===== src/rtl/core/swf_trp_pkg.sv =====
package swf_trp_pkg;

	// bit buffer holds at most 31 leftover bits plus one new byte
	localparam int BUF_W = 40;
	localparam int CNT_W = 6;
	localparam int WID_W = 6;
	localparam int CFG_IDX_W = 2;

	localparam logic [1:0] KIND_HEADER = 2'd0;
	localparam logic [1:0] KIND_GLYPH  = 2'd1;
	localparam logic [1:0] KIND_END    = 2'd2;

	localparam logic [CFG_IDX_W-1:0] REG_GLYPH_INDEX_BITS = 2'd0;
	localparam logic [CFG_IDX_W-1:0] REG_ADVANCE_BITS     = 2'd1;
	localparam logic [CFG_IDX_W-1:0] REG_COLOR_HAS_ALPHA  = 2'd2;

	typedef struct packed {
		logic       is_start;
		logic [7:0] data;
	} op_t;

	typedef struct packed {
		logic [WID_W-1:0] index_bits;
		logic [WID_W-1:0] advance_bits;
		logic             has_alpha;
	} cfg_t;

	typedef struct packed {
		logic [1:0]  kind;
		logic [3:0]  present_mask;
		logic [15:0] font_id;
		logic [31:0] color_rgba;
		logic [15:0] x_offset;
		logic [15:0] y_offset;
		logic [15:0] text_height;
		logic [7:0]  glyph_count;
		logic [31:0] glyph_index;
		logic [31:0] glyph_advance;
		logic        last;
	} result_t;

	function automatic logic [WID_W-1:0] clamp_width(logic [WID_W-1:0] w);
		if (w == '0)
			return WID_W'(1);
		if (w > WID_W'(32))
			return WID_W'(32);
		return w;
	endfunction

	function automatic logic [31:0] field_mask(logic [WID_W-1:0] w);
		logic [32:0] one;
		one = 33'd1;
		return 32'((one << w) - one);
	endfunction

	function automatic logic [BUF_W-1:0] buf_mask(logic [CNT_W-1:0] n);
		logic [BUF_W:0] one;
		one = (BUF_W+1)'(1);
		return BUF_W'((one << n) - one);
	endfunction

endpackage


===== src/rtl/core/swf_trp_front.sv =====
module swf_trp_front #(
	parameter int DEPTH = 4
) (
	input  logic               clk,
	input  logic               arst_n,
	input  logic               push,
	output logic               full,
	input  logic               command,
	input  logic [7:0]         data_byte,
	output swf_trp_pkg::op_t   op,
	output logic               op_valid,
	input  logic               op_pop
);

	localparam int PW = (DEPTH > 1) ? $clog2(DEPTH) : 1;
	localparam int CW = $clog2(DEPTH + 1);

	swf_trp_pkg::op_t mem_q [DEPTH];
	logic [PW-1:0] wr_ptr_q, rd_ptr_q;
	logic [CW-1:0] count_q;
	logic          wr_en, rd_en;
	swf_trp_pkg::op_t op_in;

	assign full     = (count_q == CW'(DEPTH));
	assign op_valid = (count_q != '0);
	assign wr_en    = push && !full;
	assign rd_en    = op_pop && op_valid;
	assign op       = mem_q[rd_ptr_q];

	// a start command is marked so the parser drops its byte
	always_comb begin
		op_in.is_start = command;
		op_in.data     = data_byte;
	end

	always_ff @(posedge clk) begin
		if (wr_en)
			mem_q[wr_ptr_q] <= op_in;
	end

	always_ff @(posedge clk or negedge arst_n) begin
		if (!arst_n) begin
			wr_ptr_q <= '0;
			rd_ptr_q <= '0;
			count_q  <= '0;
		end else begin
			if (wr_en)
				wr_ptr_q <= (wr_ptr_q == PW'(DEPTH - 1)) ? '0 : wr_ptr_q + PW'(1);
			if (rd_en)
				rd_ptr_q <= (rd_ptr_q == PW'(DEPTH - 1)) ? '0 : rd_ptr_q + PW'(1);
			if (wr_en && !rd_en)
				count_q <= count_q + CW'(1);
			else if (rd_en && !wr_en)
				count_q <= count_q - CW'(1);
		end
	end

endmodule


===== src/rtl/core/swf_trp_back.sv =====
module swf_trp_back (
	input  logic                 clk,
	input  logic                 arst_n,
	input  swf_trp_pkg::cfg_t    cfg,
	input  swf_trp_pkg::op_t     op,
	input  logic                 op_valid,
	output logic                 op_pop,
	input  logic                 out_full,
	output logic                 res_wr,
	output swf_trp_pkg::result_t res
);

	typedef enum logic [3:0] {
		PH_FLAGS,
		PH_FONT,
		PH_COLOR,
		PH_X,
		PH_Y,
		PH_HEIGHT,
		PH_COUNT,
		PH_GLYPHS,
		PH_STOP
	} phase_t;

	phase_t phase_q;
	logic        run_q;
	logic [3:0]  flags_q;
	logic [2:0]  fbi_q;
	logic [15:0] font_q, x_q, y_q, height_q;
	logic [31:0] color_q;
	logic [7:0]  total_q, left_q;
	logic [swf_trp_pkg::BUF_W-1:0] buf_q;
	logic [swf_trp_pkg::CNT_W-1:0] cnt_q;
	logic        held_q;
	logic [31:0] held_idx_q;
	logic [1:0]  nglyph_q;

	logic [swf_trp_pkg::WID_W-1:0] wi, wa;
	logic [4:0]  wa_m1;
	logic [swf_trp_pkg::CNT_W-1:0] rem, idx_sh, adv_sh, cnt_after;
	logic        has_idx, has_adv;
	logic [31:0] idx_raw, adv_raw, adv_ext, glyph_idx;
	logic        step;
	logic [swf_trp_pkg::BUF_W-1:0] buf_app;
	logic [31:0] color_n;
	logic [2:0]  fbi_inc;
	logic        color_done;

	function automatic phase_t next_phase(phase_t cur, logic [3:0] fl);
		if (cur < PH_FONT && fl[3])
			return PH_FONT;
		if (cur < PH_COLOR && fl[2])
			return PH_COLOR;
		if (cur < PH_X && fl[0])
			return PH_X;
		if (cur < PH_Y && fl[1])
			return PH_Y;
		if (cur < PH_HEIGHT && fl[3])
			return PH_HEIGHT;
		return PH_COUNT;
	endfunction

	assign wi = swf_trp_pkg::clamp_width(cfg.index_bits);
	assign wa = swf_trp_pkg::clamp_width(cfg.advance_bits);

	// glyph extraction: bits are right aligned, the oldest bit at cnt_q-1
	always_comb begin
		has_idx   = held_q || (cnt_q >= wi);
		rem       = held_q ? cnt_q : cnt_q - wi;
		has_adv   = has_idx && (rem >= wa);
		idx_sh    = cnt_q - wi;
		adv_sh    = rem - wa;
		cnt_after = has_adv ? adv_sh : rem;
		idx_raw   = 32'(buf_q >> idx_sh) & swf_trp_pkg::field_mask(wi);
		adv_raw   = 32'(buf_q >> adv_sh) & swf_trp_pkg::field_mask(wa);
		wa_m1     = 5'(wa - swf_trp_pkg::WID_W'(1));
		adv_ext   = adv_raw[wa_m1] ? (adv_raw | ~swf_trp_pkg::field_mask(wa)) : adv_raw;
		glyph_idx = held_q ? held_idx_q : idx_raw;
		buf_app   = {buf_q[swf_trp_pkg::BUF_W-9:0], op.data};
	end

	always_comb begin
		color_n = color_q;
		case (fbi_q[1:0])
			2'd0: color_n[31:24] = op.data;
			2'd1: color_n[23:16] = op.data;
			2'd2: color_n[15:8]  = op.data;
			default: color_n[7:0] = op.data;
		endcase
		fbi_inc    = fbi_q + 3'd1;
		color_done = fbi_inc >= (cfg.has_alpha ? 3'd4 : 3'd3);
		if (color_done && !cfg.has_alpha)
			color_n[7:0] = 8'hFF;
	end

	assign op_pop = !run_q && op_valid && !out_full;
	assign step   = run_q && !out_full;

	always_comb begin
		res_wr            = 1'b0;
		res.kind          = swf_trp_pkg::KIND_GLYPH;
		res.present_mask  = flags_q;
		res.font_id       = font_q;
		res.color_rgba    = color_q;
		res.x_offset      = x_q;
		res.y_offset      = y_q;
		res.text_height   = height_q;
		res.glyph_count   = total_q;
		res.glyph_index   = glyph_idx;
		res.glyph_advance = adv_ext;
		res.last          = (left_q == 8'd1);
		if (op_pop && !op.is_start && phase_q == PH_FLAGS && op.data == 8'd0) begin
			res_wr = 1'b1;
			res    = '0;
			res.kind = swf_trp_pkg::KIND_END;
		end else if (op_pop && !op.is_start && phase_q == PH_COUNT) begin
			res_wr            = 1'b1;
			res.kind          = swf_trp_pkg::KIND_HEADER;
			res.glyph_count   = op.data;
			res.glyph_index   = '0;
			res.glyph_advance = '0;
			res.last          = 1'b0;
		end else if (step && has_adv) begin
			res_wr = 1'b1;
		end
	end

	always_ff @(posedge clk or negedge arst_n) begin
		if (!arst_n) begin
			phase_q    <= PH_FLAGS;
			run_q      <= 1'b0;
			flags_q    <= '0;
			fbi_q      <= '0;
			font_q     <= '0;
			color_q    <= '0;
			x_q        <= '0;
			y_q        <= '0;
			height_q   <= '0;
			total_q    <= '0;
			left_q     <= '0;
			buf_q      <= '0;
			cnt_q      <= '0;
			held_q     <= 1'b0;
			held_idx_q <= '0;
			nglyph_q   <= '0;
		end else if (op_pop) begin
			if (op.is_start) begin
				phase_q    <= PH_FLAGS;
				fbi_q      <= '0;
				left_q     <= '0;
				buf_q      <= '0;
				cnt_q      <= '0;
				held_q     <= 1'b0;
				held_idx_q <= '0;
			end else begin
				case (phase_q)
					PH_FLAGS: begin
						flags_q <= op.data[3:0];
						fbi_q   <= '0;
						if (op.data == 8'd0)
							phase_q <= PH_STOP;
						else
							phase_q <= next_phase(PH_FLAGS, op.data[3:0]);
					end
					PH_FONT, PH_X, PH_Y, PH_HEIGHT: begin
						case (phase_q)
							PH_FONT: font_q <= (fbi_q == '0) ? {8'h00, op.data} : {op.data, font_q[7:0]};
							PH_X: x_q <= (fbi_q == '0) ? {8'h00, op.data} : {op.data, x_q[7:0]};
							PH_Y: y_q <= (fbi_q == '0) ? {8'h00, op.data} : {op.data, y_q[7:0]};
							default: height_q <= (fbi_q == '0) ? {8'h00, op.data} :
								{op.data, height_q[7:0]};
						endcase
						if (fbi_q != '0) begin
							phase_q <= next_phase(phase_q, flags_q);
							fbi_q   <= '0;
						end else begin
							fbi_q <= fbi_inc;
						end
					end
					PH_COLOR: begin
						color_q <= color_n;
						if (color_done) begin
							phase_q <= next_phase(PH_COLOR, flags_q);
							fbi_q   <= '0;
						end else begin
							fbi_q <= fbi_inc;
						end
					end
					PH_COUNT: begin
						total_q    <= op.data;
						left_q     <= op.data;
						buf_q      <= '0;
						cnt_q      <= '0;
						held_q     <= 1'b0;
						held_idx_q <= '0;
						fbi_q      <= '0;
						phase_q    <= (op.data == 8'd0) ? PH_STOP : PH_GLYPHS;
					end
					PH_GLYPHS: begin
						buf_q    <= buf_app;
						cnt_q    <= cnt_q + swf_trp_pkg::CNT_W'(8);
						run_q    <= 1'b1;
						nglyph_q <= '0;
					end
					default: begin
					end
				endcase
			end
		end else if (step) begin
			if (has_adv) begin
				left_q   <= left_q - 8'd1;
				nglyph_q <= nglyph_q + 2'd1;
				held_q   <= 1'b0;
				if (left_q == 8'd1) begin
					// record done: leftover bits are dropped
					buf_q      <= '0;
					cnt_q      <= '0;
					held_idx_q <= '0;
					phase_q    <= PH_FLAGS;
					fbi_q      <= '0;
					run_q      <= 1'b0;
				end else begin
					buf_q <= buf_q & swf_trp_pkg::buf_mask(cnt_after);
					cnt_q <= cnt_after;
					if (nglyph_q == 2'd3)
						run_q <= 1'b0;
				end
			end else begin
				if (has_idx && !held_q) begin
					held_q     <= 1'b1;
					held_idx_q <= idx_raw;
					buf_q      <= buf_q & swf_trp_pkg::buf_mask(cnt_after);
					cnt_q      <= cnt_after;
				end
				run_q <= 1'b0;
			end
		end
	end

endmodule


===== src/rtl/core/swf_trp_outq.sv =====
module swf_trp_outq #(
	parameter int DEPTH = 4
) (
	input  logic                 clk,
	input  logic                 arst_n,
	input  logic                 wr,
	input  swf_trp_pkg::result_t wr_data,
	output logic                 full,
	output logic                 empty,
	input  logic                 pop,
	output swf_trp_pkg::result_t rd_data
);

	localparam int PW = (DEPTH > 1) ? $clog2(DEPTH) : 1;
	localparam int CW = $clog2(DEPTH + 1);

	swf_trp_pkg::result_t mem_q [DEPTH];
	logic [PW-1:0] wr_ptr_q, rd_ptr_q;
	logic [CW-1:0] count_q;
	logic          wr_en, rd_en;

	assign full    = (count_q == CW'(DEPTH));
	assign empty   = (count_q == '0);
	assign wr_en   = wr && !full;
	assign rd_en   = pop && !empty;
	assign rd_data = mem_q[rd_ptr_q];

	always_ff @(posedge clk) begin
		if (wr_en)
			mem_q[wr_ptr_q] <= wr_data;
	end

	always_ff @(posedge clk or negedge arst_n) begin
		if (!arst_n) begin
			wr_ptr_q <= '0;
			rd_ptr_q <= '0;
			count_q  <= '0;
		end else begin
			if (wr_en)
				wr_ptr_q <= (wr_ptr_q == PW'(DEPTH - 1)) ? '0 : wr_ptr_q + PW'(1);
			if (rd_en)
				rd_ptr_q <= (rd_ptr_q == PW'(DEPTH - 1)) ? '0 : rd_ptr_q + PW'(1);
			if (wr_en && !rd_en)
				count_q <= count_q + CW'(1);
			else if (rd_en && !wr_en)
				count_q <= count_q - CW'(1);
		end
	end

endmodule


===== src/rtl/core/swf_text_record_parser.sv =====
// text record stream parser
// input: one word per push (command, data_byte), taken while full is low;
// command 1 restarts parsing at a flags byte and its byte is dropped.
// output: a queue of result words (header, glyph entry, end of records),
// the oldest shown while empty is low and removed by pop.
// config: cfg_valid/cfg_ready with cfg_index and cfg_data, always ready;
// write only while no word is in flight.
// path: a header or end word is registered in the input queue, then written to the
// result queue; a glyph entry passes the input queue, the bit buffer and the result
// queue in that order.
// flow: the parser takes header and field bytes from the input queue while the result
// queue is not full; a glyph byte first loads the bit buffer, then the extractor gives
// one glyph entry per cycle while the result queue is not full (up to four per byte),
// with an extra step when its bits run out before the record or the fourth entry is done.
// the parser takes no new byte during this; the input queue keeps taking words meanwhile.
// reset: queues empty, parser waits for a flags byte, widths 8, RGB colour.
// when pop stays low the result queue fills, the parser stalls, then the
// input queue fills and full rises; nothing is lost.
module swf_text_record_parser #(
	parameter int IN_DEPTH  = 4,
	parameter int OUT_DEPTH = 4
) (
	input  logic                                clk,
	input  logic                                arst_n,
	input  logic                                push,
	output logic                                full,
	input  logic                                command,
	input  logic [7:0]                          data_byte,
	output logic                                empty,
	input  logic                                pop,
	output logic [1:0]                          kind,
	output logic [3:0]                          present_mask,
	output logic [15:0]                         font_id,
	output logic [31:0]                         color_rgba,
	output logic signed [15:0]                  x_offset,
	output logic signed [15:0]                  y_offset,
	output logic [15:0]                         text_height,
	output logic [7:0]                          glyph_count,
	output logic [31:0]                         glyph_index,
	output logic signed [31:0]                  glyph_advance,
	output logic                                last,
	input  logic                                cfg_valid,
	output logic                                cfg_ready,
	input  logic [swf_trp_pkg::CFG_IDX_W-1:0]   cfg_index,
	input  logic [swf_trp_pkg::WID_W-1:0]       cfg_data
);

	swf_trp_pkg::cfg_t    cfg_q;
	swf_trp_pkg::op_t     op;
	swf_trp_pkg::result_t res, res_out;
	logic op_valid, op_pop, out_full, res_wr;

	assign cfg_ready = 1'b1;

	always_ff @(posedge clk or negedge arst_n) begin
		if (!arst_n) begin
			cfg_q.index_bits   <= swf_trp_pkg::WID_W'(8);
			cfg_q.advance_bits <= swf_trp_pkg::WID_W'(8);
			cfg_q.has_alpha    <= 1'b0;
		end else if (cfg_valid && cfg_ready) begin
			case (cfg_index)
				swf_trp_pkg::REG_GLYPH_INDEX_BITS: cfg_q.index_bits <= cfg_data;
				swf_trp_pkg::REG_ADVANCE_BITS: cfg_q.advance_bits <= cfg_data;
				swf_trp_pkg::REG_COLOR_HAS_ALPHA: cfg_q.has_alpha <= cfg_data[0];
				default: begin
				end
			endcase
		end
	end

	swf_trp_front #(
		.DEPTH(IN_DEPTH)
	) u_front (
		.clk      (clk),
		.arst_n   (arst_n),
		.push     (push),
		.full     (full),
		.command  (command),
		.data_byte(data_byte),
		.op       (op),
		.op_valid (op_valid),
		.op_pop   (op_pop)
	);

	swf_trp_back u_back (
		.clk     (clk),
		.arst_n  (arst_n),
		.cfg     (cfg_q),
		.op      (op),
		.op_valid(op_valid),
		.op_pop  (op_pop),
		.out_full(out_full),
		.res_wr  (res_wr),
		.res     (res)
	);

	swf_trp_outq #(
		.DEPTH(OUT_DEPTH)
	) u_outq (
		.clk    (clk),
		.arst_n (arst_n),
		.wr     (res_wr),
		.wr_data(res),
		.full   (out_full),
		.empty  (empty),
		.pop    (pop),
		.rd_data(res_out)
	);

	assign kind          = res_out.kind;
	assign present_mask  = res_out.present_mask;
	assign font_id       = res_out.font_id;
	assign color_rgba    = res_out.color_rgba;
	assign x_offset      = res_out.x_offset;
	assign y_offset      = res_out.y_offset;
	assign text_height   = res_out.text_height;
	assign glyph_count   = res_out.glyph_count;
	assign glyph_index   = res_out.glyph_index;
	assign glyph_advance = res_out.glyph_advance;
	assign last          = res_out.last;

endmodule

===== config.mk =====
export PLATFORM = sky130hd
export DESIGN_NAME = swf_text_record_parser
export DESIGN_NICKNAME = d
export VERILOG_FILES = /design/src/rtl/core/swf_trp_pkg.sv /design/src/rtl/core/swf_trp_front.sv /design/src/rtl/core/swf_trp_back.sv /design/src/rtl/core/swf_trp_outq.sv /design/src/rtl/core/swf_text_record_parser.sv
export SDC_FILE = /design/constraint.sdc
export NUM_CORES = 1
export LEC_CHECK = 0
export BUFFER_PORTS_ARGS = -buffer_cell sky130_fd_sc_hd__buf_4
export CAP_MARGIN = 20
export CELL_PAD_IN_SITES_DETAIL_PLACEMENT = 1
export CELL_PAD_IN_SITES_GLOBAL_PLACEMENT = 1
export CORE_MARGIN = 1.5
export CORE_UTILIZATION = 35
export CTS_BUF_LIST = sky130_fd_sc_hd__clkbuf_16
export DETAILED_ROUTE_END_ITERATION = 12
export MAX_ROUTING_LAYER = met4
export PLACE_DENSITY_LB_ADDON = 0.1
export SLEW_MARGIN = 20
export SYNTH_ARGS = -nofsm -noshare
export SYNTH_HDL_FRONTEND = slang
export SYNTH_SLANG_ARGS = --single-unit

===== constraint.sdc =====
create_clock -name clk -period 14 [get_ports clk]
set_clock_uncertainty 0.05 [all_clocks]
set_input_delay 2.8 -clock clk [delete_from_list [all_inputs] [get_ports clk]]
set_output_delay 2.8 -clock clk [all_outputs]
set_load 0.02 [all_outputs]

# ---- Word level (Yosys, flattened, before mapping)
# Memories as Yosys holds them, arrays and structs flattened.
# Cells that the tools add are included.
dict set report classes {
  n_shift 5
  muxes 230
  magnitude_cmp 11
  n_addsub 18
  n_eq_ne 30
  n_bitwise 7
  n_reduce_logical 81
}
# cell count
set ops {}
lappend ops {{$mux 32} 9}
lappend ops {{$mux 40} 6}
lappend ops {{$mux 4} 43}
lappend ops {{$mux 73} 2}
lappend ops {{$mux 1} 115}
lappend ops {{$mux 100} 1}
lappend ops {{$mux 6} 16}
lappend ops {{$pmux 40 s2} 1}
lappend ops {{$shr 40x6->32} 2}
lappend ops {{$and 32x32->32} 2}
lappend ops {{$mux 16} 4}
lappend ops {{$shl 1x6->32 const A} 2}
lappend ops {{$sub 32x1->32 const B} 2}
lappend ops {{$mux 8} 7}
lappend ops {{$reduce_and 4->1} 12}
lappend ops {{$and 40x40->40} 1}
lappend ops {{$shl 1x6->40 const A} 1}
lappend ops {{$sub 40x1->40 const B} 1}
lappend ops {{$mux 3} 12}
lappend ops {{$not 32->32} 1}
lappend ops {{$or 32x32->32} 1}
lappend ops {{$logic_and 1x1->1} 24}
lappend ops {{$mux 2} 10}
lappend ops {{$reduce_and 5->1} 4}
lappend ops {{47 further kinds} 103}
dict set report word_totals {
  register_bits 232
  out_inout_bits 178
  mem_count 2
  ramBits 736
  word_cells 416
  inputBits 22
}
# name words word_bits rd rd_clocked_by_memory_dff write_ports line_no
set memory_table {}
lappend memory_table {u_outq.mem_q 4 175 1 0 1 swf_trp_outq.sv:17} ;# swf_trp_pkg::result_t mem_q [DEPTH];
lappend memory_table {u_front.mem_q 4 9 1 0 1 swf_trp_front.sv:18} ;# swf_trp_pkg::op_t mem_q [DEPTH];

# ---- Logic depth before layout (Yosys ltp)
# Gate-level depths: netlist of run 1.
dict set report logic_depth {
  depth_word 42
  mapped_depth 29
  depth_no_buf 25
}

# ---- By module
# From an unflattened synthesis of run 1, not the netlist that was laid out.
dict set report unflattened {
  cells_unflattened 3321
  hier_area_um2 46335.7
}
# module seq_area_each_um2 cells_each area_per_inst_um2 instances
set by_module_without_submodules {}
lappend by_module_without_submodules {swf_trp_outq 21195.3 952 25692.1 1}
lappend by_module_without_submodules {swf_trp_back 5129.9 2254 18365.1 1}
lappend by_module_without_submodules {swf_trp_front 1256.2 84 1755.4 1}
lappend by_module_without_submodules {swf_text_record_parser 327.8 31 523.0 1}

# ---- Least setup slack after synthesis of run 1
# OpenSTA, ideal clock, no wires.
dict set report synth_path {
  path_type {flip-flop to flip-flop}
  startpoint {reg cfg_q[9] (netlist name)}
  endpoint {mem u_outq.mem_q[0][0] (netlist name), enable pin}
  path_stages_with_launch 21
  synth_period_minus_slack_ns 9.129
  arrival_ns 8.523
  setup_time_ns 0.556
  required_time_ns 13.394
  path_slack_ns 4.871
  path_buffers 5
  cell_sequence {dfrtp_1 -> clkbuf_1 -> or3_1 -> clkbuf_1 -> nor2_1 -> nor2_1 -> nor2_1 -> ha_1 -> fa_1 -> clkbuf_1 -> mux2i_1 -> fa_1 -> a21o_1 -> a211oi_1 -> o21ba_2 -> a211oi_2 -> buf_2 -> buf_2 -> a21oi_1 -> nor2_1 -> and2_1}
}
dict set report synth_between {
  elab_chain_cells 16
  word_cells_on_any_way 21
  classes_between {1 x add/sub; 3 x order compare; 12 x mux; 5 x reduce/logical}
}
# item line_no
set synth_lines {}
lappend synth_lines {{from (decl)} swf_text_record_parser.sv:48} ;# swf_trp_pkg::cfg_t cfg_q;
lappend synth_lines {{$gt 6x6->1} swf_trp_pkg.sv:45} ;# if (w > WID_W'(32))
lappend synth_lines {{$mux 1 (2 in series)} swf_trp_pkg.sv:45}
lappend synth_lines {{$mux 6} swf_trp_pkg.sv:47} ;# return w;
lappend synth_lines {{$mux 6 *} swf_trp_pkg.sv:45}
lappend synth_lines {{$sub 6x6->6} swf_trp_back.sv:69} ;# rem = held_q ? cnt_q : cnt_q - wi;
lappend synth_lines {{$mux 6} swf_trp_back.sv:69}
lappend synth_lines {{$ge 6x6->1} swf_trp_back.sv:70} ;# has_adv = has_idx && (rem >= wa);
lappend synth_lines {{$logic_and 1x1->1 *} swf_trp_back.sv:70}
lappend synth_lines {{$logic_and 1x1->1 *} swf_trp_back.sv:123} ;# end else if (step && has_adv) begin
lappend synth_lines {{$mux 1 *} swf_trp_back.sv:123}
lappend synth_lines {{$mux 1 *} swf_trp_back.sv:116} ;# end else if (op_pop && !op.is_start && phase_q == PH_COUNT) begin
lappend synth_lines {{$mux 1 *} swf_trp_back.sv:112} ;# if (op_pop && !op.is_start && phase_q == PH_FLAGS && op.data == 8'd0) begin
lappend synth_lines {{$logic_and 1x1->1 *} swf_trp_outq.sv:24} ;# assign wr_en = wr && !full;
lappend synth_lines {{net u_outq.wr_en} swf_trp_outq.sv:20} ;# logic wr_en, rd_en;
lappend synth_lines {{$mux 1 *} swf_trp_outq.sv:29} ;# if (wr_en)
lappend synth_lines {{$mux 1 (not written as such) *} swf_trp_outq.sv:30} ;# mem_q[wr_ptr_q] <= wr_data;
lappend synth_lines {{to (decl)} swf_trp_outq.sv:17}
# Mark *: on every way through the listed nets, which the timed path passes. The rest lies on a longest branch. The select of a mux whose other input is x is not followed.

# ---- Worst setup path after layout of run 1
dict set report layout_path {
  startpoint {reg cfg_q[10] (netlist name)}
  endpoint {reg u_back.buf_q[36] (netlist name)}
}
dict set report layout_between {
  elab_chain_cells 17
  word_cells_on_any_way 27
  classes_between {3 x add/sub; 3 x order compare; 1 x shift; 13 x mux; 1 x bitwise; 6 x reduce/logical}
}
# item line_no
set layout_lines {}
lappend layout_lines {{$gt 6x6->1} swf_trp_pkg.sv:45}
lappend layout_lines {{$mux 1 (2 in series)} swf_trp_pkg.sv:45}
lappend layout_lines {{$mux 6} swf_trp_pkg.sv:47}
lappend layout_lines {{$mux 6 *} swf_trp_pkg.sv:45}
lappend layout_lines {{$sub 6x6->6} swf_trp_back.sv:69}
lappend layout_lines {{$mux 6} swf_trp_back.sv:69}
lappend layout_lines {{$ge 6x6->1} swf_trp_back.sv:70}
lappend layout_lines {{$logic_and 1x1->1} swf_trp_back.sv:70}
lappend layout_lines {{$mux 6} swf_trp_back.sv:73} ;# cnt_after = has_adv ? adv_sh : rem;
lappend layout_lines {{$shl 1x6->40} swf_trp_pkg.sv:59} ;# return BUF_W'((one << n) - one);
lappend layout_lines {{$sub 40x1->40} swf_trp_pkg.sv:59}
lappend layout_lines {{$and 40x40->40} {swf_trp_back.sv:223, swf_trp_back.sv:232}}
lappend layout_lines {{$mux 40, on equally long branches} {swf_trp_back.sv:229, swf_trp_back.sv:214}}
lappend layout_lines {{$mux 40} swf_trp_back.sv:210} ;# if (has_adv) begin
lappend layout_lines {{$mux 40} swf_trp_back.sv:209} ;# end else if (step) begin
lappend layout_lines {{$mux 40} swf_trp_back.sv:146} ;# end else if (op_pop) begin
lappend layout_lines {{to (signal assigned)} swf_trp_back.sv:200} ;# buf_q <= buf_app;
lappend layout_lines {{to (signal assigned)} swf_trp_back.sv:223} ;# buf_q <= buf_q & swf_trp_pkg::buf_mask(cnt_after);
lappend layout_lines {{to (signal assigned)} swf_trp_back.sv:232} ;# buf_q <= buf_q & swf_trp_pkg::buf_mask(cnt_after);
lappend layout_lines {{to (decl)} swf_trp_back.sv:32} ;# logic [swf_trp_pkg::BUF_W-1:0] buf_q;
# Every way passes the cells marked *; elsewhere a longest branch is shown, timed or not. The select of a mux whose other input is x is not followed.
# A chain may end at the register's enable or synchronous reset.

==> results of run 1 <==
## placed cells by master (no fill, tap or decap), types with 53 or more instances in the layout
cell	Yosys	layout
a21oi_1	130	130
buf_4	5	259
clkbuf_16	0	106
dfrtp_1	230	227
edfxtp_1	736	736
inv_1	61	87
mux2_2	53	53
mux2i_1	114	114
mux4_2	247	247
nand2_1	389	389
nand3_1	76	76
nor2_1	221	218
nor2b_1	110	110
nor3_1	55	55
o21ai_0	245	243
## logic make-up (layout without fill, tap and decap cells)
group / count (synthesis) / count (layout) / share of synthesized area
and+or+nand+nor: 1014 / 1014 / 0.102
xor gates and xnor gates: 45 / 45 / 0.00949
other: 1 / 8 / 0.0000801
adders and majority gates: 49 / 49 / 0.0137
DFF: 968 / 968 / 0.596
muxes: 415 / 415 / 0.156
AOI/OAI and AO/OA: 701 / 701 / 0.0958
buffers and inverters: 305 / 526 / 0.0267
## report_power, final
| group | total (mW) | switching, mW | internal, mW |
|---|---|---|---|
| clock | 2.75 | 1.17 | 1.58 |
| sequential | 3.81 | 0.221 | 3.59 |
| combinational | 6.93 | 4.55 | 2.38 |
## cell type report
cell class	instances	share of cell area
clock buffer	106	0.0495
multi-input combinational	2226	0.331
tap	1755	0.0410
clock inverter	92	0.0145
timing repair buffer	265	0.0385
sequential	968	0.521
antenna	6	0.000280
inverter	63	0.00441
## metrics by stage
stage               total power, mW  utilization
finish                         13.5        0.406
global route                   14.3        0.406
CTS                            13.6        0.405
detailed placement             10.8        0.379
global placement               10.7        0.379
floorplan                      8.36            -
## worst max-delay path, stage by stage (launching register included)
cell and delay (ns):
dfstp_2 0.76, or3_1 0.31, nor2_1 0.15, nor2_1 0.12
nor2_1 0.06, ha_2 0.21, fa_2 1.23, mux2i_1 0.49
fa_2 0.57, a21o_1 0.22, a211oi_1 0.38, a32o_1 0.22
a211o_1 0.14, buf_4 0.30, mux2i_1 0.88, nor2_1 0.15
nand2_1 0.14, ha_1 0.23, a21boi_1 0.44, o211ai_2 0.32
a211oi_1 0.27, mux2_2 0.37, o21ai_0 0.14
## worst paths after layout
| kind | start | endpoint | slack (ns) | cells after the start |
|---|---|---|---|---|
| max in group asynchronous | arst_n | u_outq.rd_ptr_q[0]$_DFFE_PN0P_ | 9.50 | 3 |
| worst max register to register | cfg_q[10]$_DFFE_PN1P_ | u_back.buf_q[36]$_DFFE_PN0P_ | 5.72 | 22 |
| min in group asynchronous | arst_n | u_back.held_idx_q[19]$_DFFE_PN0P_ | 1.96 | 1 |
| worst min-delay path | u_back.height_q[14]$_DFFE_PN0P_ | u_back.height_q[14]$_DFFE_PN0P_ | 0.42 | 2 |
| worst min register to register | u_back.height_q[14]$_DFFE_PN0P_ | u_back.height_q[14]$_DFFE_PN0P_ | 0.42 | 2 |
| worst max-delay path | cfg_q[10]$_DFFE_PN1P_ | u_back.buf_q[36]$_DFFE_PN0P_ | 5.72 | 22 |
## metal layers
metal,GRT usage,share of wire
met1,0.298,0.45
met2,0.352,0.48
met3,0.0329,0.045
met4,0.0610,0.022
met5,-,0
## registers in the layout (all words and copies together) (netlist names), 13 cells and up
register,flops
u_back.held_idx_q,32
u_outq.mem_q,700
u_back.color_q,32
cfg_q,13
u_back.buf_q,40
u_back.font_q,16
u_back.x_q,16
u_back.y_q,16
u_back.height_q,16
u_front.mem_q,36
==> results.md, run 1 <==
* Synth cell types at 100
* Cell Area, Placed at ~0.050 mm^2
* Crit. End Element: flip-flop
* Multi-input gate area at roughly 0.018 mm^2
* Worst EP arrival at around 8.9 ns
* Commonest cells post-synth: edfxtp_1 (736), nand2_1 (389), mux4_2 (247)
* Hold slack at 0.421 ns
* Fillers at 13610
* CTS Buffer Depth at 3
* Setup_tns at 0 ns
* Storage cell area at around 0.028 mm^2
* Post-layout instance count excluding filler cells at 5481
* Unrepaired setup endpoints after global routing: false
* Setup-failing EPs final at 0
* Mapped Area at 0.0468 mm^2
* Die area at between 0.1 and 0.15 mm^2
* Vias at 30250
* Core area at 0.132 mm^2
* Worst-skew pair later-pin latency at 0.73 ns
* Hold Buf Count CTS at 0
* Cell count after synthesis at between 3000 and 4000
* Outcome: completed
* Remaining antenna violation count at 0
* HPWL Detailed at roughly 99 mm
* Top Ports at 200
* CTS Buf Count at 104
* Die Y at 369 um
* Vias per inst at 5.52
* Design Area, Final at roughly 0.054 mm^2
* Cts repair resizes at 0
* Top-count cell post-synth: edfxtp_1
* Initial antenna violation count at 8
* Tot GR Track Use at 0.222
* Gpl congestion at 0.914
* Die W at 369 um
* Minimum clock period at ~8.3 ns
* Top cells by area, synth: edfxtp_1 (47%), dfrtp_1 (12%), mux4_2 (12%)
* Leakage at about 19 nW
* Nets at 3699
* Worst VDD drop at 0.000336 V
* PwrDens at 252 mW/mm^2
* Post-synth ARST share at 0.240
* Post-synth EDFFs at 736
* MaxCap Viol Count at 0
* IO Port Bufs at 198
* DRT Wirelength at 146 mm
* Setup ws final at 5.72 ns
* Yosys top cell area share at 0.472
* Cell row count at 133
* Vias in the first global route at 32217
* Max Freq at 121 MHz
* Critical path required time at approximately 15 ns
* Setup bufs post-CTS at 0
* Register area share after synthesis at 0.596
* Avg WL per Cell at between 20 and 30 um
* Yosys Warn Count at 0
* Top FF cell, synth: edfxtp_1
* CTS tree: built
* Hold crit path type: flip-flop to flip-flop
* Number of synthesized register bits at 968
* Slew Limit Fails at 0
* Grt ovf at 0
* Crit Path Class: flip-flop to flip-flop
* Htree depth at 3
* Dominant cell type by area after synthesis: edfxtp_1
* Final hold vios at 0
* First-pass GRT wire length at 220 mm
* Layout cell share with drive strength beyond 1 at 0.215
* DRT iter0 DRCs at 2137
* Root buffer cell: clkbuf_16
* Placed insts at 5275
* Dpl ws at 5.53 ns
* DR pass1 iterations at 5
* Initial Utilization at 0.354
* Largest net degree at the start of global routing at 126
* Clk pin slew, worst setup/hold paths at 0.06 ns
* Clk sinks at 968
* CP Launch Type: flip-flop
* Top fanout value on the critical path at 45
* Area Overhead vs Synth at 14.6%
* Slew @ Worst Pin at 1.28 ns
* Crit share post-route at 0.592
* DRC errors left at 0
* Avg Inst Size Synth at 13.4 um^2
* Slew HR at 0.144
(Power assumes the default switching activity.)
==> inputs of run 2 (changes only) <==
- ABC_AREA: unset -> 1
- clock period: 14 -> 7.15 ns (I/O delays scaled with it)
==> results.md, run 2 <==
* Largest net degree at the start of global routing at 203
* CTS Buf Count at 105
* Setup-failing EPs final at 0
* Initial antenna violation count at 4
* Unrepaired setup endpoints after global routing: false
* Synth cell types at 66
* Commonest cells post-synth: nand2_1 (969), o21ai_0 (766), edfxtp_1 (736)
* Number of synthesized register bits at 968
* Hold Buf Count CTS at 0
* Top FF cell, synth: edfxtp_1
* Initial Utilization at 0.352
* Area Overhead vs Synth at 14.8%
* Multi-input gate area at 0.0170 mm^2
* Largest reg by FF count: u_outq.mem_q
* Remaining antenna violation count at 0
* Grt ovf at 0
* Register area share after synthesis at 0.586
* Worst EP arrival at a little under 7 ns
* Avg Inst Size Synth at 9.29 um^2
* Post-synth EDFFs at between 700 and 800
* Die Y at 372 um
* Slew Limit Fails at 0
* Setup bufs post-CTS at 0
* Crit Path Class: flip-flop to flip-flop
* Final hold vios at 0
* CP Launch Type: flip-flop
* Avg WL per Cell at 22.6 um
* Worst-skew pair later-pin latency at 0.72 ns
* Largest register FFs at 700
* Hold crit path type: flip-flop to flip-flop
* Commonest non-fill, non-tap cell in the layout: nand2_1
* Yosys top cell area share at 0.464
* DRT iter0 DRCs at 2566
* DRC errors left at 0
* Top cells by area, synth: edfxtp_1 (46%), dfrtp_1 (12%), o21ai_0 (8.0%)
* Clk pin slew, worst setup/hold paths at around 0.060 ns
* Top-count cell post-synth: nand2_1
* Layout cell share with drive strength beyond 1 at 0.107
* Storage cell area at 0.0279 mm^2
* Max Freq at ~160 MHz
* CTS Buffer Depth at 3
* Vias at 37491
* IO Port Bufs at 198
* Die area at around 0.14 mm^2
* Htree depth at 3
* DR pass1 iterations at 7
* Clk sinks at ~970
* Slew @ Worst Pin at 1.10 ns
* Mapped Area at 0.0477 mm^2
* MaxCap Viol Count at 0
* DRT Wirelength at 161 mm
* Outcome: completed
* Yosys Warn Count at 0
* Final Util at 0.404
* Vias per inst at between 5 and 6
* First-pass GRT wire length at 242 mm
* Top fanout value on the critical path at 24
* Post-synth ARST share at 0.240
* Cell count after synthesis at 5130
* Slew HR at 0.267
* CTS tree: built
* Minimum clock period at 6.34 ns
* Fillers at between 15000 and 20000
* Gpl congestion at around 0.93
* Most frequent cells in the layout: nand2_1 (969), o21ai_0 (766), edfxtp_1 (736), nor2_1 (671), inv_1 (432)
* Critical path required time at 7.61 ns
* Root buffer cell: clkbuf_16
* Cts repair resizes at 0
* Vias in the first global route at about 38000
* Tot GR Track Use at 0.238
* Nets at approximately 5300
* Dominant cell type by area after synthesis: edfxtp_1
* Crit. End Element: flip-flop
* Largest regs: u_outq.mem_q x700, u_back.buf_q x40, u_front.mem_q x36
* Core area at 0.135 mm^2
* Cell row count at 135
* HPWL Detailed at 109 mm
* Top Ports at 200
* Die W at 372 um
* Crit share post-route at 0.886
-- run 2: cell count changes after synthesis, moves of 29 or more --
cell,change
nand2_1,+580
o21ai_0,+521
nor2_1,+456
inv_1,+358
mux4_2,-247
nand3_1,+185
o22ai_1,+167
nor2b_1,-110
clkbuf_1,+76
mux2i_1,-67
o31ai_1,-43
nand4_1,+36
o21a_1,-29
-- run 2: cells by family after synthesis --
kind of cell / Yosys count / share of synthesized area
AND/OR/NAND/NOR: 2059 / 0.179
AO/OA/AOI/OAI: 1202 / 0.137
flip-flops: 968 / 0.586
buffers and inverters: 733 / 0.0593
multiplexers: 75 / 0.0165
adder cells (fa/ha/maj): 49 / 0.0135
XOR/XNOR: 43 / 0.00853
other: 1 / 0.0000787
-- run 2: per-stage QoR --
step	setup slack (ns)	setup TNS, ns	instances	area (um^2)	hold slack [ns]
after floorplan	-1.34	-941.32	5131	47700	0.392
after global placement	1.00	0	6907	51200	0.409
after detailed placement	0.972	0	6907	51200	0.418
after CTS	0.931	0	7103	54700	0.430
after global routing	0.390	0	7103	54700	0.450
final	0.815	0	7105	54700	0.427
-- run 2: layout make-up --
type,count,share of cell area
well taps,1781,0.0407
flip-flops and latches,968,0.510
repair buffers,282,0.0434
inverters,446,0.0308
clock inverters,89,0.0151
diodes,2,0.0000915
multi-input cells,3430,0.311
clock buffers,107,0.0489
-- run 2: path summary, 6_finish.rpt --
path	startpoint	to	slack (ns)	cells after the start
max in group asynchronous	arst_n	u_back.buf_q[28]$_DFFE_PN0P_	4.98	2
worst min-delay path	u_back.height_q[9]$_DFFE_PN0P_	u_back.height_q[9]$_DFFE_PN0P_	0.43	2
worst max-delay path	cfg_q[12]$_DFFE_PN0P_	u_outq.mem_q[2][19]$_DFFE_PP_	0.81	25
min in group asynchronous	arst_n	u_back.held_idx_q[22]$_DFFE_PN0P_	0.65	1
worst max register to register	cfg_q[12]$_DFFE_PN0P_	u_outq.mem_q[2][19]$_DFFE_PP_	0.81	25
worst min register to register	u_back.height_q[9]$_DFFE_PN0P_	u_back.height_q[9]$_DFFE_PN0P_	0.43	2
-- run 2: metal layers --
layer,vias to the layer above,global-route usage,share of wire
li1,17838,-,-
met1,18786,0.328,0.48
met2,680,0.366,0.45
met3,187,0.0340,0.042
met4,0,0.0679,0.025
met5,-,-,0
-- run 2: critical path, cell delays in order, from the launching register on --
cell and delay (ns):
dfrtp_1 0.51, nor2_1 0.36, inv_1 0.18, ha_1 0.42, nand3b_1 0.16, nand3_1 0.08
nand2_1 0.10, nand2_2 0.06, o21ai_0 0.46, ha_1 0.38, a21oi_1 0.14, nand2_1 0.10
inv_1 0.13, nand2_1 0.07, nand2_1 0.60, nand2_1 0.47, nor2_1 0.20, nand3_1 0.10
nand3_1 0.10, nand3_1 0.10, nand3_1 0.13, nand3_2 0.43, buf_4 0.38, nand3_1 0.09
nand2_1 0.06, nor2_1 0.25
Power of run 2 is left out: the tool's default activity adds up to more than one toggle a clock period on the data nets, which glitch-free logic cannot reach.
